==> src/hdl/mxt_ram.sv <==
`default_nettype none
module mxt_ram #(
	parameter int WIDTH = 8,
	parameter int DEPTH = 256
) (
	input  logic                     clk,
	input  logic                     we,
	input  logic [$clog2(DEPTH)-1:0] waddr,
	input  logic [WIDTH-1:0]         wdata,
	input  logic [$clog2(DEPTH)-1:0] raddr,
	output logic [WIDTH-1:0]         rdata
);

	logic [WIDTH-1:0] mem_q [DEPTH];

	always_ff @(posedge clk) begin
		if (we) begin
			mem_q[waddr] <= wdata;
		end
		rdata <= mem_q[raddr];
	end

endmodule
`default_nettype wire

==> config.mk <==
export PLATFORM = sky130hd
export DESIGN_NAME = mxt_ram
export DESIGN_NICKNAME = d
export VERILOG_FILES = /design/src/hdl/mxt_ram.sv
export SDC_FILE = /design/constraint.sdc
export NUM_CORES = 2
export LEC_CHECK = 0
export BUFFER_PORTS_ARGS = -buffer_cell sky130_fd_sc_hd__buf_2
export CAP_MARGIN = 30
export CELL_PAD_IN_SITES_DETAIL_PLACEMENT = 2
export CELL_PAD_IN_SITES_GLOBAL_PLACEMENT = 2
export CORE_MARGIN = 8
export CORE_UTILIZATION = 34
export DETAILED_ROUTE_END_ITERATION = 8
export PLACE_DENSITY_LB_ADDON = 0.12
export SETUP_SLACK_MARGIN = 0.02
export SYNTH_ARGS = -nofsm -noshare
export SYNTH_HDL_FRONTEND = slang
export SYNTH_SLANG_ARGS = --single-unit
==> constraint.sdc <==
create_clock -name clk -period 5.85 [get_ports clk]
set_clock_uncertainty 0.2 [all_clocks]
set_input_delay 1.17 -clock clk [delete_from_list [all_inputs] [get_ports clk]]
set_output_delay 1.17 -clock clk [all_outputs]
set_load 0.01 [all_outputs]
==> results.sh <==
export IMPL_status="complete, no violations"
export IMPL_grt_pass1_wl_um=339100
export IMPL_cp_max_fo=44
export IMPL_clk_latency_ns=0.85
export IMPL_cap_violations=0
export IMPL_p_comb_frac=0.051
export IMPL_yosysSeqAreaShare=0.7750
export IMPL_drcViolationCount=0
export IMPL_dp_cells=6796
export IMPL_grt_overflow_total=0
export IMPL_ys_warn_count=0
export IMPL_row_count=177
export IMPL_cts_tree="yes"
export IMPL_groute_usage_overall=0.1887
export IMPL_clk_pin_slew_worst_paths_ns=0.06
export IMPL_crit_type="in -> reg"
export IMPL_clock_sinks=2056
export IMPL_required_ns=6.37
export IMPL_nNetsFinal=4005
export IMPL_cp_end_kind="flip-flop"
export IMPL_min_period_over_period=0.7292
export IMPL_synth_area_top_cells="edfxtp_1, mux4_2, mux2i_1"
export IMPL_htreeDepth=4
export IMPL_yosysTopAreaCellShare=0.7730
export IMPL_yosysMostFrequentCell="edfxtp_1"
export IMPL_r2r_cells=7
export IMPL_ir_drop_mv=0.2644
export IMPL_synth_edf_count=2048
export IMPL_synth_area_leader_cell="edfxtp_1"
export IMPL_swShare=0.2224
export IMPL_start_util=0.3421
export IMPL_rsz0062_at_grt="no"
export IMPL_cts_buffers=218
export IMPL_post_cts_buffers=0
export IMPL_wl_per_cell_um=33.24
export IMPL_fin_util=0.3920
export IMPL_syn_avg_cell_area_um2=21.31
export IMPL_io_buffers=33
export IMPL_total_power_mw=31.20
export IMPL_pwr_share_seq=0.522
export IMPL_hold_class="in -> reg"
export IMPL_setup_viol=0
export IMPL_ys_seq_elements=2056
export IMPL_fin_tns_setup_ns=0
export IMPL_max_freq_mhz=234.4
export IMPL_grt_pass1_vias=42167
export IMPL_min_period_ns=4.266
export IMPL_dieArea_um2=249700
export IMPL_grt_max_degree=157
export IMPL_io_pins=34
export IMPL_power_density_nw_per_um2=342.3
export IMPL_first_pass_iters=6
export IMPL_slew_headroom=0.2960
export IMPL_slew_viol_final=0
export IMPL_vias_per_cell=5.398
export IMPL_clockBufferDepth=3
export IMPL_place_hpwl_um=150200
export IMPL_cts_resized=0
export IMPL_antenna_found_initial=18
export IMPL_fp_dieW_um=499.7
export IMPL_synth_common_cells="edfxtp_1, mux4_2, nor2_1, mux2i_1, a22oi_1"
export IMPL_core_area_um2=232500
export IMPL_hold_depth=1
export IMPL_vias=38968
export IMPL_pwr_share_clk=0.428
export IMPL_ant_nets=0
export IMPL_syn_area_um2=79560
export IMPL_synth_ff_type="edfxtp_1"
export IMPL_cts_hold_buf=0
export IMPL_root_buffer="clkbuf_16"
export IMPL_place_gp_congestion=0.7703
export IMPL_yosys_cell_types_count=55
export IMPL_drive_gt1_frac=0.2477
export IMPL_syn_nets=3759
export IMPL_area_growth_pct=14.58
export IMPL_reg2reg_slack_ns=2.58
export IMPL_p_leak_nw=28.04
export IMPL_fill_cells=21786
export IMPL_wl_um=239900
export IMPL_syn_inst=3733
export IMPL_hold_worst_slack_ns=0.4962
export IMPL_p_int_mw=24.26
export IMPL_worstPathArrival_ns=4.79
export IMPL_hold_viol=0
export IMPL_netSwitchingPower_mw=6.940
export IMPL_drtIter0Drc=3036
export IMPL_crit_path_start_kind="input port"
export IMPL_die_y_um=499.7
export IMPL_worst_pin_slew_ns=1.041
export IMPL_fin_cells=7219
export IMPL_async_flop_share=0
==> stage by stage <==
step | area (um2) | worst slack, ns
after floorplan | 79560 | 2.542
after global placement | 84040 | 0.2687
after detailed placement | 84290 | 0.7327
after CTS | 91090 | 1.660
after global routing | 91150 | 1.531
final | 91150 | 1.584
==> critical path, cell delays in order <==
cell and delay, ns:
buf_8 0.46, buf_12 0.39, mux4_2 0.59, a22o_1 0.24
a221oi_1 0.79, o32ai_1 0.26, nor3_1 0.46, buf_4 0.25
nor4_1 0.06
==> state kept, by name, summed over array words and instances (netlist names) <==
| name | flops |
|---|---|
| mem_q | 2048 |
| rdata | 8 |
==> layer usage <==
metal  track usage  part of all wire  up-vias
met5             0                 0        -
met4       0.04552             0.023        0
met3       0.02508             0.040      263
met2        0.3121              0.49      833
met1        0.2666              0.45    21616
li1              -                 -    16256
==> cells in the final DEF (no fill, tap or decap), types with 16 or more instances in the layout <==
| cell | instances |
|---|---|
| a211oi_1 | 16 |
| buf_2 | 25 |
| nor3_1 | 22 |
| nor2_1 | 279 |
| mux4_2 | 454 |
| nor2b_1 | 28 |
| clkinv_2 | 37 |
| a21oi_1 | 96 |
| buf_4 | 191 |
| edfxtp_1 | 2048 |
| buf_12 | 23 |
| mux2i_1 | 134 |
| o221ai_1 | 46 |
| clkbuf_16 | 219 |
| clkinv_1 | 68 |
| o22ai_1 | 28 |
| nand2_1 | 33 |
| a22oi_1 | 133 |
| clkbuf_1 | 55 |
| nor4_1 | 24 |
| nand3_1 | 25 |
==> worst paths after layout <==
kind,start,endpoint
min reg2reg,mem_q[235][6],rdata[6]
max,raddr[0],rdata[5]
max reg2reg,mem_q[67][5],rdata[5]
min,wdata[6],mem_q[63][6]
==> layout make-up <==
type | instances | area, um2 | area share
well taps | 3043 | 3807 | 0.04177
diodes | 5 | 12.51 | 0.0001373
clock buffers | 278 | 5742 | 0.06299
flip-flops and latches | 2056 | 61660 | 0.6764
inverters | 2 | 7.507 | 0.00008236
repair buffers | 259 | 2333 | 0.02560
multi-input cells | 1442 | 16540 | 0.1814
clock inverters | 134 | 1056 | 0.01158
==> cells by family after synthesis <==
logic type             count (synthesis)  share of synthesized area
AOI/OAI and AO/OA                    385                    0.03419
DFF                                 2056                     0.7750
buffers and inverters                235                    0.01831
muxes                                591                     0.1462
and+or+nand+nor                      466                    0.02628
==> power groups by stage <==
stage	logic, mW	registers (mW)	clock network [mW]
6_report	1.58	16.3	13.3
5_1_grt	1.68	16.3	14.2
4_1_cts	1.63	16.3	13.7
3_5_place_dp	1.63	16.6	0
3_3_place_gp	1.60	16.6	0
2_1_floorplan	0.789	16.6	0
(Power assumes the default switching activity.)
